==> src/hbcd_pkg.sv <==
// Shared types, constants and helper functions for the HTTP body chunk decoder.
// Used by the interfaces, the decoder modules and the checker; no dependencies.
`default_nettype none

package hbcd_pkg;

    // Width of the chunk size accumulator and the body byte counter.
    localparam int SIZE_BITS = 32;
    localparam int COUNT_BITS = 32;
    localparam int CFG_IDX_BITS = 2;
    localparam int CFG_DATA_BITS = 32;

    // Configuration register indexes.
    localparam logic [CFG_IDX_BITS-1:0] REG_CHUNKED_ENABLE = 2'd0;
    localparam logic [CFG_IDX_BITS-1:0] REG_BODY_LENGTH    = 2'd1;

    // Characters of interest on a size line.
    localparam logic [7:0] CH_LF    = 8'h0A;
    localparam logic [7:0] CH_CR    = 8'h0D;
    localparam logic [7:0] CH_0     = 8'h30;
    localparam logic [7:0] CH_9     = 8'h39;
    localparam logic [7:0] CH_UP_A  = 8'h41;
    localparam logic [7:0] CH_UP_F  = 8'h46;
    localparam logic [7:0] CH_LO_A  = 8'h61;
    localparam logic [7:0] CH_LO_F  = 8'h66;
    localparam logic [3:0] HEX_TEN  = 4'd10;

    typedef enum logic [2:0] {
        PH_LINE = 3'b001,
        PH_DATA = 3'b010,
        PH_DONE = 3'b100
    } phase_t;

    typedef struct packed {
        logic [7:0] data_byte;
        logic       new_message;
    } in_item_t;

    typedef struct packed {
        logic [7:0] body_byte;
        logic       body_valid;
        logic       chunk_end;
        logic       message_done;
        logic       size_error;
    } out_item_t;

    typedef struct packed {
        logic                   chunked_enable;
        logic [COUNT_BITS-1:0]  body_length;
    } cfg_t;

    typedef struct packed {
        phase_t                 phase;
        logic [SIZE_BITS-1:0]   size_accum;
        logic                   line_has_digit;
        logic                   line_cut;
        logic [SIZE_BITS-1:0]   chunk_remaining;
        logic [COUNT_BITS-1:0]  body_count;
    } dec_state_t;

    // Bit 4 flags a hex digit; bits 3:0 carry its value.
    function automatic logic [4:0] hex_decode(input logic [7:0] c);
        logic [4:0] r;
        r = '0;
        if (c >= CH_0 && c <= CH_9) begin
            r = {1'b1, c[3:0]};
        end else if (c >= CH_UP_A && c <= CH_UP_F) begin
            r = {1'b1, 4'(c - CH_UP_A) + HEX_TEN};
        end else if (c >= CH_LO_A && c <= CH_LO_F) begin
            r = {1'b1, 4'(c - CH_LO_A) + HEX_TEN};
        end
        return r;
    endfunction

endpackage

`default_nettype wire

==> src/hbcd_if.sv <==
// Channel interfaces for the HTTP body chunk decoder: byte input, result output
// and configuration writes. Depends on hbcd_pkg.
`default_nettype none

interface hbcd_in_if import hbcd_pkg::*; ();
    logic     valid;
    logic     ready;
    in_item_t data;

    modport source (output valid, output data, input ready);
    modport sink   (input valid, input data, output ready);
endinterface

interface hbcd_out_if import hbcd_pkg::*; ();
    logic      valid;
    logic      ready;
    out_item_t data;

    modport source (output valid, output data, input ready);
    modport sink   (input valid, input data, output ready);
endinterface

interface hbcd_cfg_if import hbcd_pkg::*; ();
    logic                     valid;
    logic                     ready;
    logic [CFG_IDX_BITS-1:0]  index;
    logic [CFG_DATA_BITS-1:0] wdata;

    modport source (output valid, output index, output wdata, input ready);
    modport sink   (input valid, input index, input wdata, output ready);
endinterface

`default_nettype wire

==> src/hbcd_cfg_regs.sv <==
// Configuration register file: chunked_enable and body_length.
// Depends on hbcd_pkg and hbcd_cfg_if.
`default_nettype none

module hbcd_cfg_regs import hbcd_pkg::*;
(
    input  wire logic   clk,
    input  wire logic   rst_n,
    hbcd_cfg_if.sink    cfg,
    output cfg_t        cfg_values
);

    cfg_t cfg_reg;
    cfg_t cfg_next;

    assign cfg.ready = 1'b1;

    // Writes to unknown indexes are accepted and dropped.
    always_comb
    begin
        cfg_next = cfg_reg;
        if (cfg.valid)
        begin
            case (cfg.index)
                REG_CHUNKED_ENABLE: cfg_next.chunked_enable = cfg.wdata[0];
                REG_BODY_LENGTH:    cfg_next.body_length = cfg.wdata[COUNT_BITS-1:0];
                default:            cfg_next = cfg_reg;
            endcase
        end
    end

    always_ff @(posedge clk or negedge rst_n)
    begin
        if (!rst_n)
        begin
            cfg_reg <= '0;
        end
        else
        begin
            cfg_reg <= cfg_next;
        end
    end

    assign cfg_values = cfg_reg;

endmodule

`default_nettype wire

==> src/hbcd_step.sv <==
// Next-state and result logic for one body byte of the decoder.
// Purely combinational; depends on hbcd_pkg.
`default_nettype none

module hbcd_step import hbcd_pkg::*;
(
    input  wire dec_state_t  st,
    input  wire cfg_t        cfg_values,
    input  wire in_item_t    item,
    output dec_state_t       st_next,
    output out_item_t        res
);

    dec_state_t            cur;
    logic [COUNT_BITS-1:0] count_inc;
    logic [SIZE_BITS-1:0]  rem_dec;
    logic [4:0]            hex;

    always_comb
    begin
        cur = st;
        if (item.new_message)
        begin
            cur.phase           = PH_LINE;
            cur.size_accum      = '0;
            cur.line_has_digit  = 1'b0;
            cur.line_cut        = 1'b0;
            cur.chunk_remaining = '0;
            cur.body_count      = '0;
        end
    end

    assign count_inc = cur.body_count + COUNT_BITS'(1);
    assign rem_dec   = cur.chunk_remaining - SIZE_BITS'(1);
    assign hex       = hex_decode(item.data_byte);

    always_comb
    begin
        st_next = cur;
        res     = '0;
        if (cur.phase == PH_DONE)
        begin
            res.message_done = 1'b1;
        end
        else if (!cfg_values.chunked_enable)
        begin
            if (cur.body_count >= cfg_values.body_length)
            begin
                st_next.phase    = PH_DONE;
                res.message_done = 1'b1;
            end
            else
            begin
                res.body_byte      = item.data_byte;
                res.body_valid     = 1'b1;
                st_next.body_count = count_inc;
                if (count_inc >= cfg_values.body_length)
                begin
                    st_next.phase    = PH_DONE;
                    res.message_done = 1'b1;
                end
            end
        end
        else if (cur.phase == PH_DATA)
        begin
            res.body_byte           = item.data_byte;
            res.body_valid          = 1'b1;
            st_next.chunk_remaining = rem_dec;
            if (rem_dec == '0)
            begin
                res.chunk_end = 1'b1;
                st_next.phase = PH_LINE;
            end
        end
        else if (item.data_byte == CH_LF)
        begin
            // A line without any digit counts as blank and is skipped.
            if (cur.line_has_digit && cur.size_accum == '0)
            begin
                st_next.phase    = PH_DONE;
                res.message_done = 1'b1;
            end
            else if (cur.line_has_digit)
            begin
                st_next.chunk_remaining = cur.size_accum;
                st_next.phase           = PH_DATA;
            end
            else
            begin
                st_next.phase = PH_LINE;
            end
            st_next.size_accum     = '0;
            st_next.line_has_digit = 1'b0;
            st_next.line_cut       = 1'b0;
        end
        else if (item.data_byte == CH_CR)
        begin
            st_next.line_cut = 1'b1;
        end
        else if (!cur.line_cut)
        begin
            if (!hex[4])
            begin
                res.size_error = 1'b1;
            end
            else
            begin
                // High digits fall off the top when the size overflows.
                st_next.size_accum     = {cur.size_accum[SIZE_BITS-5:0], hex[3:0]};
                st_next.line_has_digit = 1'b1;
            end
        end
    end

endmodule

`default_nettype wire

==> src/http_body_chunk_decoder_unit.sv <==
// HTTP body decoder, length-delimited or chunked. Each byte is registered on input
// and then decoded into the result register, which loads once it is free.
// Throughput: one byte per cycle, sustained under no backpressure.
// Asynchronous active-low reset clears configuration, decoder state and the valid
// flags of both pipeline registers. Depends on hbcd_pkg, hbcd_if, hbcd_cfg_regs, hbcd_step.
`default_nettype none

module http_body_chunk_decoder_unit import hbcd_pkg::*;
(
    input  wire logic   clk,
    input  wire logic   rst_n,
    hbcd_in_if.sink     body_stream,
    hbcd_out_if.source  decoded,
    hbcd_cfg_if.sink    cfg
);

    cfg_t       cfg_values;
    dec_state_t state_reg;
    dec_state_t state_next;
    out_item_t  step_res;

    logic       in_valid_reg;
    in_item_t   in_item_reg;
    logic       res_valid_reg;
    out_item_t  res_reg;

    logic       res_free;
    logic       advance;

    hbcd_cfg_regs u_cfg_regs
    (
        .clk        (clk),
        .rst_n      (rst_n),
        .cfg        (cfg),
        .cfg_values (cfg_values)
    );

    hbcd_step u_step
    (
        .st         (state_reg),
        .cfg_values (cfg_values),
        .item       (in_item_reg),
        .st_next    (state_next),
        .res        (step_res)
    );

    // The result register frees up in the same cycle as it is taken.
    assign res_free          = !res_valid_reg || decoded.ready;
    assign advance           = in_valid_reg && res_free;
    assign body_stream.ready = !in_valid_reg || res_free;

    always_ff @(posedge clk or negedge rst_n)
    begin
        if (!rst_n)
        begin
            in_valid_reg  <= 1'b0;
            res_valid_reg <= 1'b0;
            state_reg     <= '{phase: PH_LINE, default: '0};
        end
        else
        begin
            if (body_stream.ready)
            begin
                in_valid_reg <= body_stream.valid;
            end
            if (res_free)
            begin
                res_valid_reg <= in_valid_reg;
            end
            if (advance)
            begin
                state_reg <= state_next;
            end
        end
    end

    always_ff @(posedge clk)
    begin
        if (body_stream.valid && body_stream.ready)
        begin
            in_item_reg <= body_stream.data;
        end
        if (advance)
        begin
            res_reg <= step_res;
        end
    end

    assign decoded.valid = res_valid_reg;
    assign decoded.data  = res_reg;

endmodule

`default_nettype wire

==> src/flat_wrapper.sv <==
// flat-port wrapper written by rule: the top's interface ports become plain ports
module http_body_chunk_decoder_unit_flat import hbcd_pkg::*;
  (clk, rst_n, body_stream_valid, body_stream_data, body_stream_ready, decoded_valid, decoded_data, decoded_ready, cfg_valid, cfg_index, cfg_wdata, cfg_ready);
  hbcd_in_if body_stream_i ();
  hbcd_out_if decoded_i ();
  hbcd_cfg_if cfg_i ();
  input  wire logic clk;
  input  wire logic rst_n;
  input wire logic [$bits(body_stream_i.valid)-1:0] body_stream_valid;
  input wire logic [$bits(body_stream_i.data)-1:0] body_stream_data;
  output wire logic [$bits(body_stream_i.ready)-1:0] body_stream_ready;
  output wire logic [$bits(decoded_i.valid)-1:0] decoded_valid;
  output wire logic [$bits(decoded_i.data)-1:0] decoded_data;
  input wire logic [$bits(decoded_i.ready)-1:0] decoded_ready;
  input wire logic [$bits(cfg_i.valid)-1:0] cfg_valid;
  input wire logic [$bits(cfg_i.index)-1:0] cfg_index;
  input wire logic [$bits(cfg_i.wdata)-1:0] cfg_wdata;
  output wire logic [$bits(cfg_i.ready)-1:0] cfg_ready;
  assign body_stream_i.valid = body_stream_valid;
  assign body_stream_i.data = body_stream_data;
  assign body_stream_ready = body_stream_i.ready;
  assign decoded_valid = decoded_i.valid;
  assign decoded_data = decoded_i.data;
  assign decoded_i.ready = decoded_ready;
  assign cfg_i.valid = cfg_valid;
  assign cfg_i.index = cfg_index;
  assign cfg_i.wdata = cfg_wdata;
  assign cfg_ready = cfg_i.ready;
  http_body_chunk_decoder_unit u_core (.clk(clk), .rst_n(rst_n), .body_stream(body_stream_i), .decoded(decoded_i), .cfg(cfg_i));
endmodule
==> config.mk <==
export PLATFORM = sky130hd
export DESIGN_NAME = http_body_chunk_decoder_unit_flat
export DESIGN_NICKNAME = d
export VERILOG_FILES = /design/src/hbcd_pkg.sv /design/src/hbcd_if.sv /design/src/hbcd_cfg_regs.sv /design/src/hbcd_step.sv /design/src/http_body_chunk_decoder_unit.sv /design/src/flat_wrapper.sv
export SDC_FILE = /design/constraint.sdc
export NUM_CORES = 1
export LEC_CHECK = 0
export ABC_AREA = 1
export ABC_CLOCK_PERIOD_IN_PS = 5370
export BUFFER_PORTS_ARGS = -buffer_cell sky130_fd_sc_hd__buf_2
export CAP_MARGIN = 40
export CORE_MARGIN = 2
export CORE_UTILIZATION = 63
export CTS_CLUSTER_SIZE = 25
export DETAILED_ROUTE_END_ITERATION = 6
export PLACE_DENSITY = 0.8
export RECOVER_POWER = 100
export SKIP_CTS_REPAIR_TIMING = 1
export SLEW_MARGIN = 5
export SYNTH_ARGS = -nofsm -noshare
export SYNTH_HDL_FRONTEND = slang
export SYNTH_SLANG_ARGS = --single-unit
==> constraint.sdc <==
create_clock -name clk -period 5.37 [get_ports clk]
set_input_delay 1.611 -clock clk [delete_from_list [all_inputs] [get_ports clk]]
set_output_delay 1.611 -clock clk [all_outputs]
set_load 0.01 [all_outputs]
==> results.sh, run 1 <==
export IMPL_outcome="finished, violations left"
export IMPL_violations="capacitance limit, slew limit"
export IMPL_path_clk_slew_ns=0.07
export IMPL_drv_cap=4
export IMPL_detail_route_iter0_violations=1216
export IMPL_fin_crit_sh_pct=89.1
export IMPL_crit_start="u_core.in_item_reg[0]"
export IMPL_ys_seq_area_share_pct=32.9
export IMPL_hp_start="u_core.state_reg[60]"
export IMPL_ant_nets=0
export IMPL_switching_share_pct=41.5
export IMPL_finalSetupTns_ns=0
export IMPL_path_class="register to register"
export IMPL_wl_met1_mm=14.4
export IMPL_synth_distinct_cells=48
export IMPL_p_clk_share_pct=28.1
export IMPL_route_detailed_drc=0
export IMPL_rows=51
export IMPL_synth_area_leaders="dfrtp_1 28%, nand2_1 14%, inv_1 7.9%, ha_1 7.3%, nor2_1 6.8%"
export IMPL_wl_met2_mm=15.5
export IMPL_rsz0062_at_grt="no"
export IMPL_post_route_min_period_ns=4.79
export IMPL_htree_levels=4
export IMPL_grt_remaining_overflow=0
export IMPL_nets=1950
export IMPL_cp_required_ns=5.71
export IMPL_die_h_um=143
export IMPL_synth_top_area_share_pct=27.6
export IMPL_wl_met3_mm=2.99
export IMPL_gp_congestion=0.994
export IMPL_clk_path_buf_depth=2
export IMPL_cts_root_buf="clkbuf_16"
export IMPL_ys_warn_count=0
export IMPL_initial_core_util_pct=63.6
export IMPL_antenna_found_initial=1
export IMPL_critPathCaptureType="register"
export IMPL_mappedNetlistNets=1912
export IMPL_peakVddDrop_uv=264
export IMPL_grt_pass1_vias=11413
export IMPL_ys_async_sr_fraction_pct=86.6
export IMPL_largest_register_ffs=101
export IMPL_cts_buffers=17
export IMPL_drv_slew=230
export IMPL_hold_viol=0
export IMPL_finalPower_w=0.00424
export IMPL_timing_rr_start="u_core.in_item_reg[0]"
export IMPL_cp_max_fo=52
export IMPL_synth_area_um2=12300
export IMPL_core_area_um2=19300
export IMPL_finClkSkew_ns=0.0103
export IMPL_dieArea_um2=20600
export IMPL_drt_wl_total_mm=33.6
export IMPL_worstSkewPairLatency_ns=0.43
export IMPL_ios=63
export IMPL_area_growth_pct=8.02
export IMPL_worst_ep_arrival_time_ns=5.13
export IMPL_syn_inst=1793
export IMPL_tightest_slew_ns=2.76
export IMPL_power_frac_seq_pct=37.4
export IMPL_portBuffers=61
export IMPL_setup_viol=0
export IMPL_setup_worst_path_start_class="register"
export IMPL_routed_via_count=12125
export IMPL_combinationalPowerShare_pct=34.6
export IMPL_viasPerCell=5.75
export IMPL_maxSlewHeadroom_pct=-83.7
export IMPL_yosysTopAreaCell="dfrtp_1"
export IMPL_die_w_um=143
export IMPL_cts_sinks=157
export IMPL_power_internal_w=0.00248
export IMPL_grt_usage_pct=33.7
export IMPL_firstDrtPassIters=5
export IMPL_ys_ff_latch=157
export IMPL_dr_max_layer_used="met5"
export IMPL_synth_edf_count=21
export IMPL_drive_gt1_share_pct=7.05
export IMPL_grt_max_degree=79
export IMPL_wl_per_cell_um=15.9
export IMPL_hp_class="register to register"
export IMPL_n_fill_cell=1702
export IMPL_powerDensity_nw_per_um2=321
export IMPL_diodes=0
export IMPL_p_switching_w=0.00176
export IMPL_tritoncts="yes"
export IMPL_p_leak_nw=7.14
export IMPL_synth_main_ff_cell="dfrtp_1"
export IMPL_avgSynthCellArea_um2=6.83
export IMPL_grt_pass1_wl_mm=55.8
export IMPL_fmax_mhz=209
export IMPL_dp_hpwl_mm=24.3
[cells in the final DEF, fill, tap and decap left out, types with 41 or more instances in the layout]
cell type,synthesis,routed
a21oi_1,99,99
nand3_1,87,88
buf_2,12,45
inv_1,257,260
ha_1,71,71
nor2_1,222,222
xor2_1,41,41
dfrtp_1,135,135
nand2_1,470,473
o21ai_0,114,117
[worst paths after layout]
| check | to | slack, ns | cells past startpoint |
|---|---|---|---|
| max | u_core.state_reg[84] | 0.58 | 14 |
| min | u_core.state_reg[60] | 0.50 | 2 |
| max reg2reg | u_core.state_reg[84] | 0.58 | 14 |
| min reg2reg | u_core.state_reg[60] | 0.50 | 2 |
| max in group asynchronous | u_core.state_reg[3] | 1.22 | 2 |
| min in group asynchronous | u_core.u_cfg_regs.cfg_values[20] | 2.04 | 1 |
[cell usage after synthesis (4+ instances only)]
cell type,count
a31oi_1,12
o211ai_1,32
nor3_1,23
nor2_2,12
nand2_1,470
o22ai_1,23
dfrtp_1,135
nand3_1,87
buf_4,4
a21oi_1,99
nand2_2,7
buf_6,8
buf_2,12
nor2_4,9
edfxtp_1,21
nor2_1,222
ha_1,71
o21ai_0,114
nand4_1,25
xnor2_1,16
o21ai_1,8
clkbuf_1,32
xor2_1,41
inv_1,257
a2bb2oi_1,9
[cell families after synthesis]
family          share of synthesized area, %
simple gates                            31.0
buf+inv                                 10.6
compound gates                          14.1
flops                                   32.9
fa+ha+maj                               7.25
xor+xnor                                4.07
other cells                           0.0306
[metal layers]
layer	vias to the layer above	GRT usage [%]
met4	2	9.49
met2	606	54.6
met5	-	0
li1	5861	-
met1	5577	46.2
met3	79	6.33
[power groups by stage]
| stage | logic, W | clock network (W) | registers (W) |
|---|---|---|---|
| after floorplan | 0.00105 | 0 | 0.00153 |
| after global placement | 0.00139 | 0 | 0.00159 |
| after detailed placement | 0.00144 | 0 | 0.00159 |
| after CTS | 0.00145 | 0.00120 | 0.00157 |
| after global routing | 0.00164 | 0.00125 | 0.00160 |
| final | 0.00147 | 0.00119 | 0.00159 |
[worst max-delay path, stage by stage (launching register included)]
cell and delay [ns]:
edfxtp_1 0.43, buf_4 0.58, nor2_1 0.15, inv_1 0.10, nor3_1 0.05, buf_4 0.18
nor2_1 0.10, clkbuf_1 0.46, inv_1 0.37, nor2_2 0.15, clkbuf_1 0.89, nand2_1 0.64
o22ai_1 0.37, nand2_1 0.08, o21ai_0 0.08
[final cells by class]
cell class              instances  area [um2]  area share (%)
inverters                     263         992            7.50
flip-flops and latches        157        4040            30.5
well taps                     265         332            2.51
clock buffers                  18         439            3.32
repair buffers                 78         428            3.23
clock inverters                14         129           0.974
multi-input cells            1314        6880            52.0
[through the flow]
| step | utilization, % | setup WS [ns] | instances | instance area [um2] | hold WS, ns |
|---|---|---|---|---|---|
| 6_report | 68.7 | 0.584 | 2109 | 13200 | 0.498 |
| 3_3_place_gp | 65.9 | 1.35 | 2074 | 12700 | 0.479 |
| 2_1_floorplan | - | 1.53 | 1793 | 12300 | 0.463 |
| 5_1_grt | 68.7 | 0.369 | 2109 | 13200 | 0.518 |
| 3_5_place_dp | 66.2 | 1.14 | 2077 | 12800 | 0.483 |
| 4_1_cts | 69.1 | 1.07 | 2109 | 13300 | 0.502 |
Note: power is estimated with default switching activity, not from simulation.
==> run 2: changes to the inputs <==
GPL_TIMING_DRIVEN = 0   (was unset)
==> results.sh, run 2 (synthesized netlist as in run 1, its figures left out) <==
export IMPL_outcome="finished, violations left"
export IMPL_violations="DRC, capacitance limit, slew limit"
export IMPL_firstDrtPassIters=7
export IMPL_core_area_um2=19300
export IMPL_n_fill_cell=1722
export IMPL_switching_share_pct=41.7
export IMPL_worst_ep_arrival_time_ns=5.27
export IMPL_finClkSkew_ns=0.0162
export IMPL_hp_class="register to register"
export IMPL_cts_buffers=17
export IMPL_register_area_um2=4040
export IMPL_clk_path_buf_depth=2
export IMPL_p_switching_w=0.00178
export IMPL_ios=63
export IMPL_final_common_cell="nand2_1"
export IMPL_fin_cells=2153
export IMPL_multi_input_area_um2=6890
export IMPL_route_detailed_drc=2
export IMPL_drv_slew=65
export IMPL_gp_congestion=1.02
export IMPL_initial_core_util_pct=63.6
export IMPL_maxSlewHeadroom_pct=-119
export IMPL_drv_cap=1
export IMPL_wl_per_cell_um=16.8
export IMPL_cp_max_fo=10
export IMPL_nets=1994
export IMPL_cp_required_ns=5.69
export IMPL_critPathCaptureType="register"
export IMPL_antenna_found_initial=2
export IMPL_fmax_mhz=202
export IMPL_grt_max_degree=73
export IMPL_dp_hpwl_mm=28.0
export IMPL_drt_wl_total_mm=36.2
export IMPL_hold_viol=0
export IMPL_drive_gt1_share_pct=7.20
export IMPL_ant_nets=0
export IMPL_finalSetupTns_ns=0
export IMPL_peakVddDrop_uv=268
export IMPL_final_cell_mix="472 x nand2_1, 258 x inv_1, 222 x nor2_1"
export IMPL_tightest_slew_ns=3.29
export IMPL_setup_viol=0
export IMPL_die_w_um=143
export IMPL_powerDensity_nw_per_um2=319
export IMPL_fin_crit_sh_pct=92.2
export IMPL_path_class="register to register"
export IMPL_portBuffers=61
export IMPL_power_internal_w=0.00250
export IMPL_grt_usage_pct=35.6
export IMPL_postLayoutCellArea_um2=13400
export IMPL_setup_worst_path_start_class="register"
export IMPL_die_h_um=143
export IMPL_worst_r2r_setup_slack_ns=0.42
export IMPL_worstSkewPairLatency_ns=0.44
export IMPL_routed_via_count=12374
export IMPL_p_clk_share_pct=27.4
export IMPL_largest_register_ffs=101
export IMPL_rsz0062_at_grt="no"
export IMPL_tritoncts="yes"
export IMPL_dp_cells=2121
export IMPL_area_growth_pct=9.55
export IMPL_combinationalPowerShare_pct=35.3
export IMPL_viasPerCell=5.75
export IMPL_path_clk_slew_ns=0.07
export IMPL_rows=51
export IMPL_cts_root_buf="clkbuf_16"
export IMPL_grt_pass1_vias=11285
export IMPL_detail_route_iter0_violations=1434
export IMPL_post_route_util_pct=69.7
export IMPL_post_route_min_period_ns=4.95
export IMPL_cts_sinks=157
export IMPL_p_leak_nw=7.19
export IMPL_grt_pass1_wl_mm=57.3
export IMPL_htree_levels=4
export IMPL_place_area_um2=12900
export IMPL_diodes=0
export IMPL_power_frac_seq_pct=37.2
export IMPL_dieArea_um2=20600
export IMPL_grt_remaining_overflow=0
run 2: cell count changes in the layout (fill, tap and decap cells not counted), sizes merged:
cell           delta
clkdlybuf4s25     +1
clkbuf           +38
inv               -2
buf               +7
clkinv            -2
clkinvlp          +2
run 2: layout make-up:
type                    count  area share, %
well taps                 265           2.47
inverters                 263           7.36
repair buffers             63           2.40
clock inverters            12          0.746
flip-flops and latches    157           30.1
plain buffers              59           2.18
multi-input cells        1314           51.4
clock buffers              20           3.41
run 2: power by group through the flow:
stage | logic [W] | registers, W | clock network [W]
after floorplan | 0.00105 | 0.00153 | 0
after global placement | 0.00145 | 0.00160 | 0
after detailed placement | 0.00148 | 0.00160 | 0
after CTS | 0.00150 | 0.00158 | 0.00118
after global routing | 0.00168 | 0.00161 | 0.00123
final | 0.00151 | 0.00159 | 0.00118
run 2: per-layer routing:
layer / wire length (um) / track usage, % / vias to the layer above
li1: - / - / 5966
met3: 3530 / 6.36 / 75
met5: 13 / 0 / -
met1: 15900 / 50.7 / 5748
met4: 858 / 10.9 / 2
met2: 15900 / 55.6 / 583
run 2: stage by stage:
| stage | hold WS [ns] | total power, W | worst slack (ns) |
|---|---|---|---|
| 3_3_place_gp | 0.476 | 0.00305 | 0.565 |
| 2_1_floorplan | 0.463 | 0.00258 | 1.53 |
| 3_5_place_dp | 0.486 | 0.00308 | 0.451 |
| 6_report | 0.505 | 0.00428 | 0.420 |
| 4_1_cts | 0.505 | 0.00426 | 0.428 |
| 5_1_grt | 0.516 | 0.00452 | 0.0414 |
run 2: final timing paths:
path | endpoint | startpoint | cells after the start
max reg2reg | u_core.state_reg[18] | u_core.in_item_reg[0] | 17
min | u_core.state_reg[61] | u_core.state_reg[61] | 2
max | u_core.state_reg[18] | u_core.in_item_reg[0] | 17
min reg2reg | u_core.state_reg[61] | u_core.state_reg[61] | 2
min in group asynchronous | u_core.u_cfg_regs.cfg_values[25] | rst_n | 1
max in group asynchronous | u_core.state_reg[15] | rst_n | 1
run 2: worst max-delay path, cell delays in order (launching register included):
cell	delay, ns
edfxtp_1	0.35
buf_6	0.16
buf_6	0.16
buf_6	0.19
buf_6	0.20
clkbuf_1	0.58
nor2_1	0.18
ha_1	0.33
a21oi_1	0.14
o21ai_0	0.11
a21oi_1	0.22
o21a_1	0.23
nand3_1	0.34
nor2_1	0.72
nand2_2	0.31
inv_1	0.33
nand2_1	0.12
xor2_1	0.15
